File: config.mk
export PLATFORM = sky130hd
export DESIGN_NAME = netmask_text_parser_core
export DESIGN_NICKNAME = d
export VERILOG_FILES = /design/src/design/ntp_pkg.sv /design/src/design/netmask_text_parser_core.sv
export SDC_FILE = /design/constraint.sdc
export NUM_CORES = 2
export LEC_CHECK = 0
export BUFFER_PORTS_ARGS = -buffer_cell sky130_fd_sc_hd__buf_2
export CAP_MARGIN = 20
export CORE_ASPECT_RATIO = 2
export CORE_MARGIN = 2
export CORE_UTILIZATION = 45
export CTS_CLUSTER_SIZE = 12
export DETAILED_ROUTE_END_ITERATION = 6
export SLEW_MARGIN = 20
export SYNTH_ARGS = -nofsm -noshare
export SYNTH_HDL_FRONTEND = slang
export SYNTH_SLANG_ARGS = --single-unit
File: constraint.sdc
create_clock -name clock -period 14.79 [get_ports clock]
set_input_delay 0.7395 -clock clock [delete_from_list [all_inputs] [get_ports clock]]
set_output_delay 0.7395 -clock clock [all_outputs]
set_load 0.01 [all_outputs]
File: src/design/ntp_pkg.sv
// Package for the netmask text parser: character codes, result kinds and
// the record that carries a closed parse to the result stage. No dependencies.
`default_nettype none
package ntp_pkg;

   localparam logic [7:0] CH_STAR  = 8'h2A;
   localparam logic [7:0] CH_SLASH = 8'h2F;
   localparam logic [7:0] CH_COLON = 8'h3A;
   localparam logic [7:0] CH_DOT   = 8'h2E;
   localparam logic [7:0] CH_ZERO  = 8'h30;
   localparam logic [7:0] CH_NINE  = 8'h39;

   localparam logic [3:0] NO_GAP      = 4'd15;
   localparam int         V6_BITS     = 128;
   localparam int         V4_BITS     = 32;
   localparam int         V6_WORDS    = 8;
   localparam int         V4_BYTES    = 4;
   localparam logic [7:0] PREFIX_SAT  = 8'd255;

   typedef enum logic [1:0] {
      KIND_HOST = 2'd0,
      KIND_IPV4 = 2'd1,
      KIND_IPV6 = 2'd2
   } kind_type;

   typedef struct packed {
      logic colon;
      logic dot;
      logic v4_bad;
      logic v6_bad;
      logic prefix;
      logic star;
   } flags_type;

   typedef struct packed {
      flags_type        flags;
      logic [3:0][7:0]  bytes;
      logic [2:0]       count;
      logic [7:0][15:0] words;
      logic [3:0]       word_idx;
      logic [3:0]       gap_idx;
      logic [7:0]       prefix_val;
   } snap_type;

endpackage
`default_nettype wire

File: src/design/netmask_text_parser_core.sv
// Netmask text parser: one ASCII character per transaction, one classified
// result on the character flagged last. Depends on ntp_pkg.
//
// A character updates the parse state in the cycle it is accepted; the
// result for a last character passes the snapshot and result registers.
// One character per cycle, unless a closed parse waits on a stalled result.
// Reset (synchronous, active high) clears the parse state and both result
// stages and sets ipv6_enable to 1.
`default_nettype none
module netmask_text_parser_core
   import ntp_pkg::*;
(
   input  wire logic         clock,
   input  wire logic         reset,
   input  wire logic         csr_wr_en,
   input  wire logic         csr_wr_data,
   input  wire logic         req_tvalid,
   output logic              req_tready,
   input  wire logic [7:0]   req_tdata,   // [7:0] ch
   input  wire logic         req_tlast,
   output logic              rsp_tvalid,
   input  wire logic         rsp_tready,
   output logic [135:0]      rsp_tdata,   // [63:0] addr_high, [127:64] addr_low,
                                          // [135:128] prefix_len
   output logic [1:0]        rsp_tuser    // [1:0] mask_kind
);

   logic             ipv6_en_ff;
   flags_type        flags_ff, flags_in;
   logic [3:0][7:0]  bytes_ff, bytes_in;
   logic [2:0]       count_ff, count_in;
   logic [7:0][15:0] words_ff, words_in;
   logic [3:0]       word_idx_ff, word_idx_in;
   logic [2:0]       nib_ff, nib_in;
   logic [3:0]       gap_ff, gap_in;
   logic [7:0]       prefix_ff, prefix_in;
   logic             prev_colon_ff, prev_dot_ff;

   snap_type         snap_ff, snap_in;
   logic             s1_valid_ff, s1_valid_in;
   logic             rsp_valid_ff, rsp_valid_in;
   logic [1:0]       kind_ff, kind_in;
   logic [63:0]      hi_ff, hi_in, lo_ff, lo_in;
   logic [7:0]       plen_ff, plen_in;

   logic             out_free, s1_go, accept;

   assign out_free   = ~rsp_valid_ff | rsp_tready;
   assign s1_go      = s1_valid_ff & out_free;
   assign req_tready = ~s1_valid_ff | out_free;
   assign accept     = req_tvalid & req_tready;

   // character update
   always_comb begin
      logic [7:0]  c;
      logic        is_dec, is_hex;
      logic [3:0]  hv;
      logic [11:0] pv;
      logic [7:0]  db;
      logic [1:0]  bi;
      c        = req_tdata;
      is_dec   = (c >= CH_ZERO) && (c <= CH_NINE);
      is_hex   = is_dec;
      hv       = c[3:0];
      if ((c >= 8'h41 && c <= 8'h46) || (c >= 8'h61 && c <= 8'h66)) begin
         is_hex = 1'b1;
         hv     = c[3:0] + 4'd9;
      end
      flags_in    = flags_ff;
      bytes_in    = bytes_ff;
      count_in    = count_ff;
      words_in    = words_ff;
      word_idx_in = word_idx_ff;
      nib_in      = nib_ff;
      gap_in      = gap_ff;
      prefix_in   = prefix_ff;
      pv          = 12'({4'd0, prefix_ff} * 12'd10 + {8'd0, c[3:0]});
      bi          = 2'(count_ff - 3'd1);
      db          = 8'(bytes_ff[bi] * 8'd10 + {4'd0, c[3:0]});
      if (c == CH_COLON) flags_in.colon = 1'b1;
      if (c == CH_DOT)   flags_in.dot   = 1'b1;
      if (flags_ff.star) begin
         flags_in.v4_bad = 1'b1;
         flags_in.v6_bad = 1'b1;
      end else if (flags_ff.prefix) begin
         if (is_dec) begin
            prefix_in = (pv > 12'd255) ? PREFIX_SAT : pv[7:0];
         end else begin
            flags_in.v4_bad = 1'b1;
            flags_in.v6_bad = 1'b1;
         end
      end else if (is_hex) begin
         if (!flags_ff.v6_bad) begin
            if (nib_ff == 3'd0) begin
               flags_in.v6_bad = 1'b1;
            end else begin
               words_in[word_idx_ff[2:0]] = {words_ff[word_idx_ff[2:0]][11:0], hv};
               nib_in = nib_ff - 3'd1;
            end
         end
         if (is_dec) bytes_in[bi] = db;
         else flags_in.v4_bad = 1'b1;
      end else if (c == CH_COLON) begin
         flags_in.v4_bad = 1'b1;
         if (!flags_ff.v6_bad) begin
            if (prev_colon_ff) begin
               if (gap_ff != NO_GAP) flags_in.v6_bad = 1'b1;
               else gap_in = word_idx_ff;
            end else begin
               nib_in      = 3'd4;
               word_idx_in = word_idx_ff + 4'd1;
               if (word_idx_in >= 4'd8) flags_in.v6_bad = 1'b1;
            end
         end
      end else if (c == CH_DOT) begin
         flags_in.v6_bad = 1'b1;
         if (count_ff >= 3'd4) flags_in.v4_bad = 1'b1;
         else count_in = count_ff + 3'd1;
      end else if (c == CH_STAR) begin
         flags_in.star = 1'b1;
         if (!prev_dot_ff) flags_in.v4_bad = 1'b1;
         if (gap_ff != NO_GAP || word_idx_ff == 4'd0 || !prev_colon_ff)
            flags_in.v6_bad = 1'b1;
      end else if (c == CH_SLASH) begin
         flags_in.prefix = 1'b1;
         if (!flags_ff.v6_bad) word_idx_in = word_idx_ff + 4'd1;
      end else begin
         flags_in.v4_bad = 1'b1;
         flags_in.v6_bad = 1'b1;
      end
      snap_in.flags      = flags_in;
      snap_in.bytes      = bytes_in;
      snap_in.count      = count_in;
      snap_in.words      = words_in;
      snap_in.word_idx   = word_idx_in;
      snap_in.gap_idx    = gap_in;
      snap_in.prefix_val = prefix_in;
   end

   always_ff @(posedge clock) begin
      if (reset) begin
         ipv6_en_ff <= 1'b1;
      end else if (csr_wr_en) begin
         ipv6_en_ff <= csr_wr_data;
      end
   end

   always_ff @(posedge clock) begin
      if (reset || (accept && req_tlast)) begin
         flags_ff      <= '0;
         bytes_ff      <= '0;
         count_ff      <= 3'd1;
         words_ff      <= '0;
         word_idx_ff   <= 4'd0;
         nib_ff        <= 3'd4;
         gap_ff        <= NO_GAP;
         prefix_ff     <= 8'd0;
         prev_colon_ff <= 1'b0;
         prev_dot_ff   <= 1'b0;
      end else if (accept) begin
         flags_ff      <= flags_in;
         bytes_ff      <= bytes_in;
         count_ff      <= count_in;
         words_ff      <= words_in;
         word_idx_ff   <= word_idx_in;
         nib_ff        <= nib_in;
         gap_ff        <= gap_in;
         prefix_ff     <= prefix_in;
         prev_colon_ff <= (req_tdata == CH_COLON);
         prev_dot_ff   <= (req_tdata == CH_DOT);
      end
   end

   // hold the closed parse until the result register frees up
   assign s1_valid_in = (accept & req_tlast) | (s1_valid_ff & ~s1_go);

   always_ff @(posedge clock) begin
      if (reset) begin
         s1_valid_ff <= 1'b0;
      end else begin
         s1_valid_ff <= s1_valid_in;
      end
   end

   always_ff @(posedge clock) begin
      if (accept && req_tlast) begin
         snap_ff <= snap_in;
      end
   end

   // closing: expand, mask and classify
   always_comb begin
      logic [3:0]  dp;
      logic [7:0]  dp16;
      logic [8:0]  b6;
      logic        ok6, ok4, has_gap;
      logic [3:0]  fill, src;
      logic [4:0]  gap_end;
      logic [15:0] w [V6_WORDS];
      logic [2:0]  n;
      logic [5:0]  n8, b4;
      logic [7:0]  b [V4_BYTES];
      has_gap = (snap_ff.gap_idx != NO_GAP);
      dp      = snap_ff.flags.prefix ? snap_ff.word_idx : snap_ff.word_idx + 4'd1;
      if (dp > 4'd8) dp = 4'd8;
      dp16 = {dp, 4'd0};
      ok6  = ~snap_ff.flags.v6_bad;
      if (snap_ff.flags.prefix) begin
         b6 = {1'b0, snap_ff.prefix_val};
         if (snap_ff.prefix_val > dp16 && !(has_gap && snap_ff.prefix_val <= 8'd128))
            ok6 = 1'b0;
      end else if (snap_ff.flags.star) begin
         b6 = {1'b0, snap_ff.word_idx, 4'd0};
      end else begin
         b6 = 9'(V6_BITS);
      end
      if (!has_gap && b6 == 9'd0) b6 = {1'b0, dp16};
      fill    = 4'd8 - dp;
      gap_end = {1'b0, snap_ff.gap_idx} + {1'b0, fill};
      for (int i = 0; i < V6_WORDS; i++) begin
         src = 4'(i) - fill;
         if (has_gap) begin
            if (4'(i) < snap_ff.gap_idx)  w[i] = snap_ff.words[i];
            else if (5'(i) < gap_end)     w[i] = 16'd0;
            else                          w[i] = snap_ff.words[src[2:0]];
         end else begin
            w[i] = (4'(i) < dp) ? snap_ff.words[i] : 16'd0;
         end
         if (4'(i) == b6[7:4] && b6[3:0] != 4'd0)
            w[i] = w[i] & ~(16'hFFFF >> b6[3:0]);
         else if (4'(i) >= b6[7:4])
            w[i] = 16'd0;
      end

      n   = snap_ff.count;
      if (n < 3'd1) n = 3'd1;
      if (n > 3'd4) n = 3'd4;
      n8  = {n, 3'd0};
      ok4 = ~snap_ff.flags.v4_bad;
      if (snap_ff.flags.prefix) begin
         b4 = snap_ff.prefix_val[5:0];
         if (snap_ff.prefix_val > {2'd0, n8}) ok4 = 1'b0;
      end else if (snap_ff.flags.star) begin
         b4 = {n - 3'd1, 3'd0};
      end else begin
         b4 = 6'd0;
      end
      if (n < 3'd4 && b4 == 6'd0) b4 = n8;
      if (b4 == 6'd0) b4 = 6'(V4_BITS);
      for (int i = 0; i < V4_BYTES; i++) begin
         b[i] = (3'(i) < n) ? snap_ff.bytes[i] : 8'd0;
         if (3'(i) == b4[5:3] && b4[2:0] != 3'd0)
            b[i] = b[i] & ~(8'hFF >> b4[2:0]);
         else if (3'(i) >= b4[5:3])
            b[i] = 8'd0;
      end

      kind_in = KIND_HOST;
      hi_in   = 64'd0;
      lo_in   = 64'd0;
      plen_in = 8'd0;
      if (ipv6_en_ff && snap_ff.flags.colon) begin
         if (ok6) begin
            kind_in = KIND_IPV6;
            hi_in   = {w[0], w[1], w[2], w[3]};
            lo_in   = {w[4], w[5], w[6], w[7]};
            plen_in = b6[7:0];
         end
      end else if (snap_ff.flags.dot) begin
         if (ok4) begin
            kind_in = KIND_IPV4;
            lo_in   = {32'd0, b[0], b[1], b[2], b[3]};
            plen_in = {2'd0, b4};
         end
      end
   end

   assign rsp_valid_in = s1_go | (rsp_valid_ff & ~rsp_tready);

   always_ff @(posedge clock) begin
      if (reset) begin
         rsp_valid_ff <= 1'b0;
      end else begin
         rsp_valid_ff <= rsp_valid_in;
      end
   end

   always_ff @(posedge clock) begin
      if (s1_go) begin
         kind_ff <= kind_in;
         hi_ff   <= hi_in;
         lo_ff   <= lo_in;
         plen_ff <= plen_in;
      end
   end

   assign rsp_tvalid = rsp_valid_ff;
   assign rsp_tuser  = kind_ff;
   assign rsp_tdata  = {plen_ff, lo_ff, hi_ff};

`ifndef ASSERT_OFF
   a_host_zero: assert property (@(posedge clock) disable iff (reset)
      rsp_tvalid && rsp_tuser == KIND_HOST |-> rsp_tdata == 136'd0)
      else $error("hostmask result carries nonzero payload");
   a_v4_shape: assert property (@(posedge clock) disable iff (reset)
      rsp_tvalid && rsp_tuser == KIND_IPV4
         |-> rsp_tdata[63:0] == 64'd0 && rsp_tdata[127:96] == 32'd0
             && rsp_tdata[135:128] <= 8'd32 && rsp_tdata[135:128] != 8'd0)
      else $error("IPv4 result out of shape");
   a_v6_len: assert property (@(posedge clock) disable iff (reset)
      rsp_tvalid && rsp_tuser == KIND_IPV6 |-> rsp_tdata[135:128] <= 8'd128)
      else $error("IPv6 prefix too long");
   a_stall: assert property (@(posedge clock) disable iff (reset)
      s1_valid_ff && rsp_valid_ff && !rsp_tready |-> !req_tready)
      else $error("input taken while closed parse is stuck");
`endif

endmodule
`default_nettype wire

; Yosys cells after proc, flatten, opt, wreduce, memory -nomap -nowiden
; Cells that the tools add are included.
[totals]
latch_bits = 0
memories = 0
register_bits = 516
mem_bits_ro = 0
in_bits = 15
out_inout_bits = 140
ramBits = 0
[classes]
div = 0
muxes = 185
multipliers = 2
reduce_logical = 42
n_shift = 2
add_sub_neg = 19
n_lt_le_gt_ge = 68
eq_ne = 20
bitwise = 31
[ops]
columns = operator, n
row1 = two-way mux 16 bit, 57
row2 = two-way mux 128 bit, 5
row3 = binary-select mux 16 bit (select 3 bit), 9
row4 = two-way mux 32 bit, 6
row5 = two-way mux 8 bit, 23
row6 = AND 16 bit, 8
row7 = bitwise mux 128 bit, 1
row8 = two-way mux 64 bit, 2
row9 = two-way mux 4 bit, 20
row10 = demux 16 bit (select 3 bit), 1
row11 = two-way mux 3 bit, 14
row12 = "less-than comparator 3 x 4 -> 1 bit, second input constant", 9
row13 = two-way mux 6 bit, 6
row14 = AND 8 bit, 4
row15 = bitwise mux 32 bit, 1
row16 = "== test 8 x 6 -> 1 bit, second input constant", 4
row17 = "less-than comparator 3 x 4 -> 1 bit, first input constant", 8
row18 = two-way mux 2 bit, 15
row19 = logical AND 1 bit, 23
row20 = two-way mux 1 bit, 22
row21 = "less-than comparator 3 x 5 -> 1 bit, first input constant", 4
row22 = binary-select mux 8 bit (select 2 bit), 1
row23 = demux 8 bit (select 2 bit), 1
row24 = "== test 3 x 4 -> 1 bit, first input constant", 4
row25 = other kinds (68), 121

; Longest topological paths before layout
[depth]
ltp_word = 19
ltp_mapped = 22

; Worst setup path before layout
; OpenSTA, ideal clock, no wires.
[synth_timing]
kind = input to register
start = in rsp_tready
end = reg hi_ff[0], enable pin
stages = 2
arrival_ns = 10.733
slack_ns = 3.211
required_ns = 13.944
setup_ns = 0.846
path_cell_list = inv_1 a21boi_0
[synth_via]
elab_chain_cells = 2
[synth_rtl]
columns = element, line
row1 = from (decl), netmask_text_parser_core.sv:22  ; input wire logic rsp_tready,
row2 = OR 1 bit, netmask_text_parser_core.sv:48  ; assign out_free = ~rsp_valid_ff | rsp_tready;
row3 = AND 1 bit, netmask_text_parser_core.sv:49  ; assign s1_go = s1_valid_ff & out_free;
row4 = net s1_go, netmask_text_parser_core.sv:46  ; logic out_free, s1_go, accept;
row5 = to (signal assigned), netmask_text_parser_core.sv:291  ; hi_ff <= hi_in;
row6 = to (decl), netmask_text_parser_core.sv:43  ; logic [63:0] hi_ff, hi_in, lo_ff, lo_in;
; The timed path passes the listed nets, and every way through them passes these cells.
; A chain may end at the register's enable or synchronous reset.

; Worst setup path in the final report
[layout_timing]
start = reg snap_ff[13] (netlist name)
end = reg hi_ff[51] (data pin)
[layout_via]
elab_chain_cells = 13
[layout_rtl]
columns = element, line
row1 = from (decl), netmask_text_parser_core.sv:39  ; snap_type snap_ff, snap_in;
row2 = from (signal assigned), netmask_text_parser_core.sv:187  ; snap_ff <= snap_in;
row3 = branches (longest 13 deep; another with adder 4 x 4 -> 5 bit), -
; Parallel ways; which one is timed is not known. The select of a mux whose other input is x is not followed.

==> flow_summary.toml <==
[cells_and_area]
fin_util_pct = 50.1
num-nets-final = 3113
stdcell_area_mm2 = 0.0337
fill_cells = 6191
multi_input_area_mm2 = 0.0159
layout-drive-gt1-share_pct = 16.1
area_growth_pct = 10.7
seqCellArea_mm2 = 0.0136
fin_cells = 3973

[yosys]
synth_top_area_share_pct = 31.8
avgSynthCellArea_um2 = 10.1
yosys-top-cells-count = "nand2_1, edfxtp_1, nor2_1, clkbuf_1, a211oi_1"
ys_warn_count = 0
synth_area_leaders = "edfxtp_1, dfxtp_1, mux4_2, a211oi_1, mux2i_1"
synthFlopType = "edfxtp_1"
syn_inst = 3004
synth_most_common_cell = "nand2_1"
async_flop_share_pct = 0
synth-edff-count = 323
synth_top_area_cell = "edfxtp_1"
yosysSeqAreaShare_pct = 44.5
syn_area_mm2 = 0.0305
synth-seq-cells = 516
ys_types = 92
synth_fp_nets = 3079

[run_status]
outcome = "finished, violations left"
violations = "design-rule violations"

[floorplan]
die_w_um = 188
floorplan.core_area_mm2 = 0.0674
start_util_pct = 45.2
fp-row-count = 135
die_h_um = 372
die-area_mm2 = 0.0699
io_pins = 155

[route]
wl_met3_um = 9510
antenna_left = 0
drtIter0Drc = 3236
routedWlPerCell_um = 32.5
highest_layer = "met4"
wirelength_met1_um = 46700
via_per_inst = 6.85
vias = 27200
dr_wl_met2_um = 60000
first_pass_iters = 7
drc_errors = 1
wirelength_um = 129000

[placed_design]
placed_cell_area_mm2 = 0.0321
place_worst_setup_slack_ps = 7610
io_buffer_count = 154
post-place-cells = 3874
routabilityCongestion = 1.05
dpl.hpwl_um = 92500

[worst_setup_path]
critical_path_class = "flip-flop to flip-flop"
cp_cell_sequence = "ha_1 -> and3_1 -> nor2_4 -> buf_4 -> inv_2 -> ha_1 -> buf_4 -> inv_2 -> fa_1 -> xor2_1 -> o2111a_1 -> nor3b_1 -> buf_4 -> o21ai_1 -> a221oi_1"
max_stage_delay_ps = 780
critPathBufInv = 5
crit_fanout = 47
crit_family = "buffers and inverters"
cp_slowest_cell = "o2111a_1"
cp-start-kind = "flip-flop"
worst_ep_required_time_ps = 15200
end_kind = "flip-flop"
worstPathArrival_ps = 7740
path_common_cell = "buf_4"

[sta]
hold_violations = 0
period_share_pct = 49.6
worst_pin_slew_ps = 1210
fin_crit_ps = 7340
clock.fmax_ghz = 0.136
fin_skew_ps = 16.5
fin_hold_ws_ps = 329
tns_ps = 0
maxSlewViolCount = 0
fin_ws_ps = 7450
max-slew-margin-rel_pct = 19.0
rsz0062_at_grt = "false"
setup_violations = 0

[clock_network]
cts_tree = "done"
clock_path_buffers = 3
cts_made_buffers = 52
worstSkewPairLatency_ps = 630
h-tree-depth = 2
cts.sinks = 516
hold_buffers = 0
root_buffer = "clkbuf_16"
cts_setup_buffers = 0
ctsResizeCount = 0
clkTransAtPathRegs_ps = 70

[global_routing]
grt_pass1_vias = 26100
grt_pass1_wl_um = 184000
grt_max_degree = 139
track_usage_pct = 36.5
gr-total-overflow = 0
antenna_found_initial = 1

[hold_path]
hp-class = "input port to flip-flop"

[pwr]
pwr_density_cell_mw_per_mm2 = 98.6
leakagePower_nw = 11.4
peakVddDrop_v = 0.0000966
p_total_mw = 3.33

[run]
cap_violations = 0
[placed cells by master (no fill, tap or decap), drive strengths merged, types with 105 or more instances in the layout]
master    n
a211oi  204
edfxtp  323
mux4    105
nor2    246
buf     233
nand2   341
o21ai   230
a21oi   184
dfxtp   193
mux2i   132
[worst paths after layout]
kind | start | endpoint | slack (ps) | depth (start not counted)
max | snap_ff[13] | hi_ff[51] | 7450 | 15
min | csr_wr_data | ipv6_en_ff | 330 | 2
max reg2reg | snap_ff[13] | hi_ff[51] | 7450 | 15
min reg2reg | words_ff[94] | words_ff[94] | 450 | 2
[layout make-up]
| class | instances | share of cell area [%] |
|---|---|---|
| Inverter | 45 | 0.538 |
| Timing Repair Buffer | 233 | 4.08 |
| Antenna cell | 3 | 0.0222 |
| Tap cell | 890 | 3.30 |
| Clock inverter | 10 | 0.315 |
| Clock buffer | 86 | 4.52 |
| Sequential cell | 516 | 40.2 |
| Multi-Input combinational cell | 2190 | 47.0 |
[where the power goes]
| part | internal [mW] | switching [mW] | leakage, nW |
|---|---|---|---|
| registers | 1.55 | 0.0487 | 4.64 |
| clock network | 0.724 | 0.602 | 0.791 |
| logic | 0.134 | 0.264 | 6.00 |
| total | 2.41 | 0.916 | 11.4 |
[state kept, by name, summed over array words and instances (netlist names)]
signal	flops
rsp_tvalid	1
prev_colon_ff	1
count_ff	3
snap_ff	185
words_ff	128
gap_ff	4
word_idx_ff	4
rsp_tuser	2
prefix_ff	8
nib_ff	3
prev_dot_ff	1
ipv6_en_ff	1
s1_valid_ff	1
plen_ff	8
hi_ff	64
flags_ff	6
lo_ff	64
bytes_ff	32
[kinds of logic (layout without fill, tap and decap cells)]
kind of cell,after synthesis,count (layout),synth area share (%)
fa+ha+maj,60,60,2.59
buf+inv,298,374,3.86
simple gates,868,868,13.1
mux,283,283,13.8
other cells,0,3,0
flops,516,516,44.5
compound gates,945,945,21.1
xor+xnor,34,34,1.00
[layer usage]
layer	vias to the layer above	GRT usage, %
met3	532	4.94
met4	0	29.9
met5	-	0
li1	11700	-
met1	13300	43.2
met2	1692	59.2
Note: power is estimated with default switching activity, not from simulation.
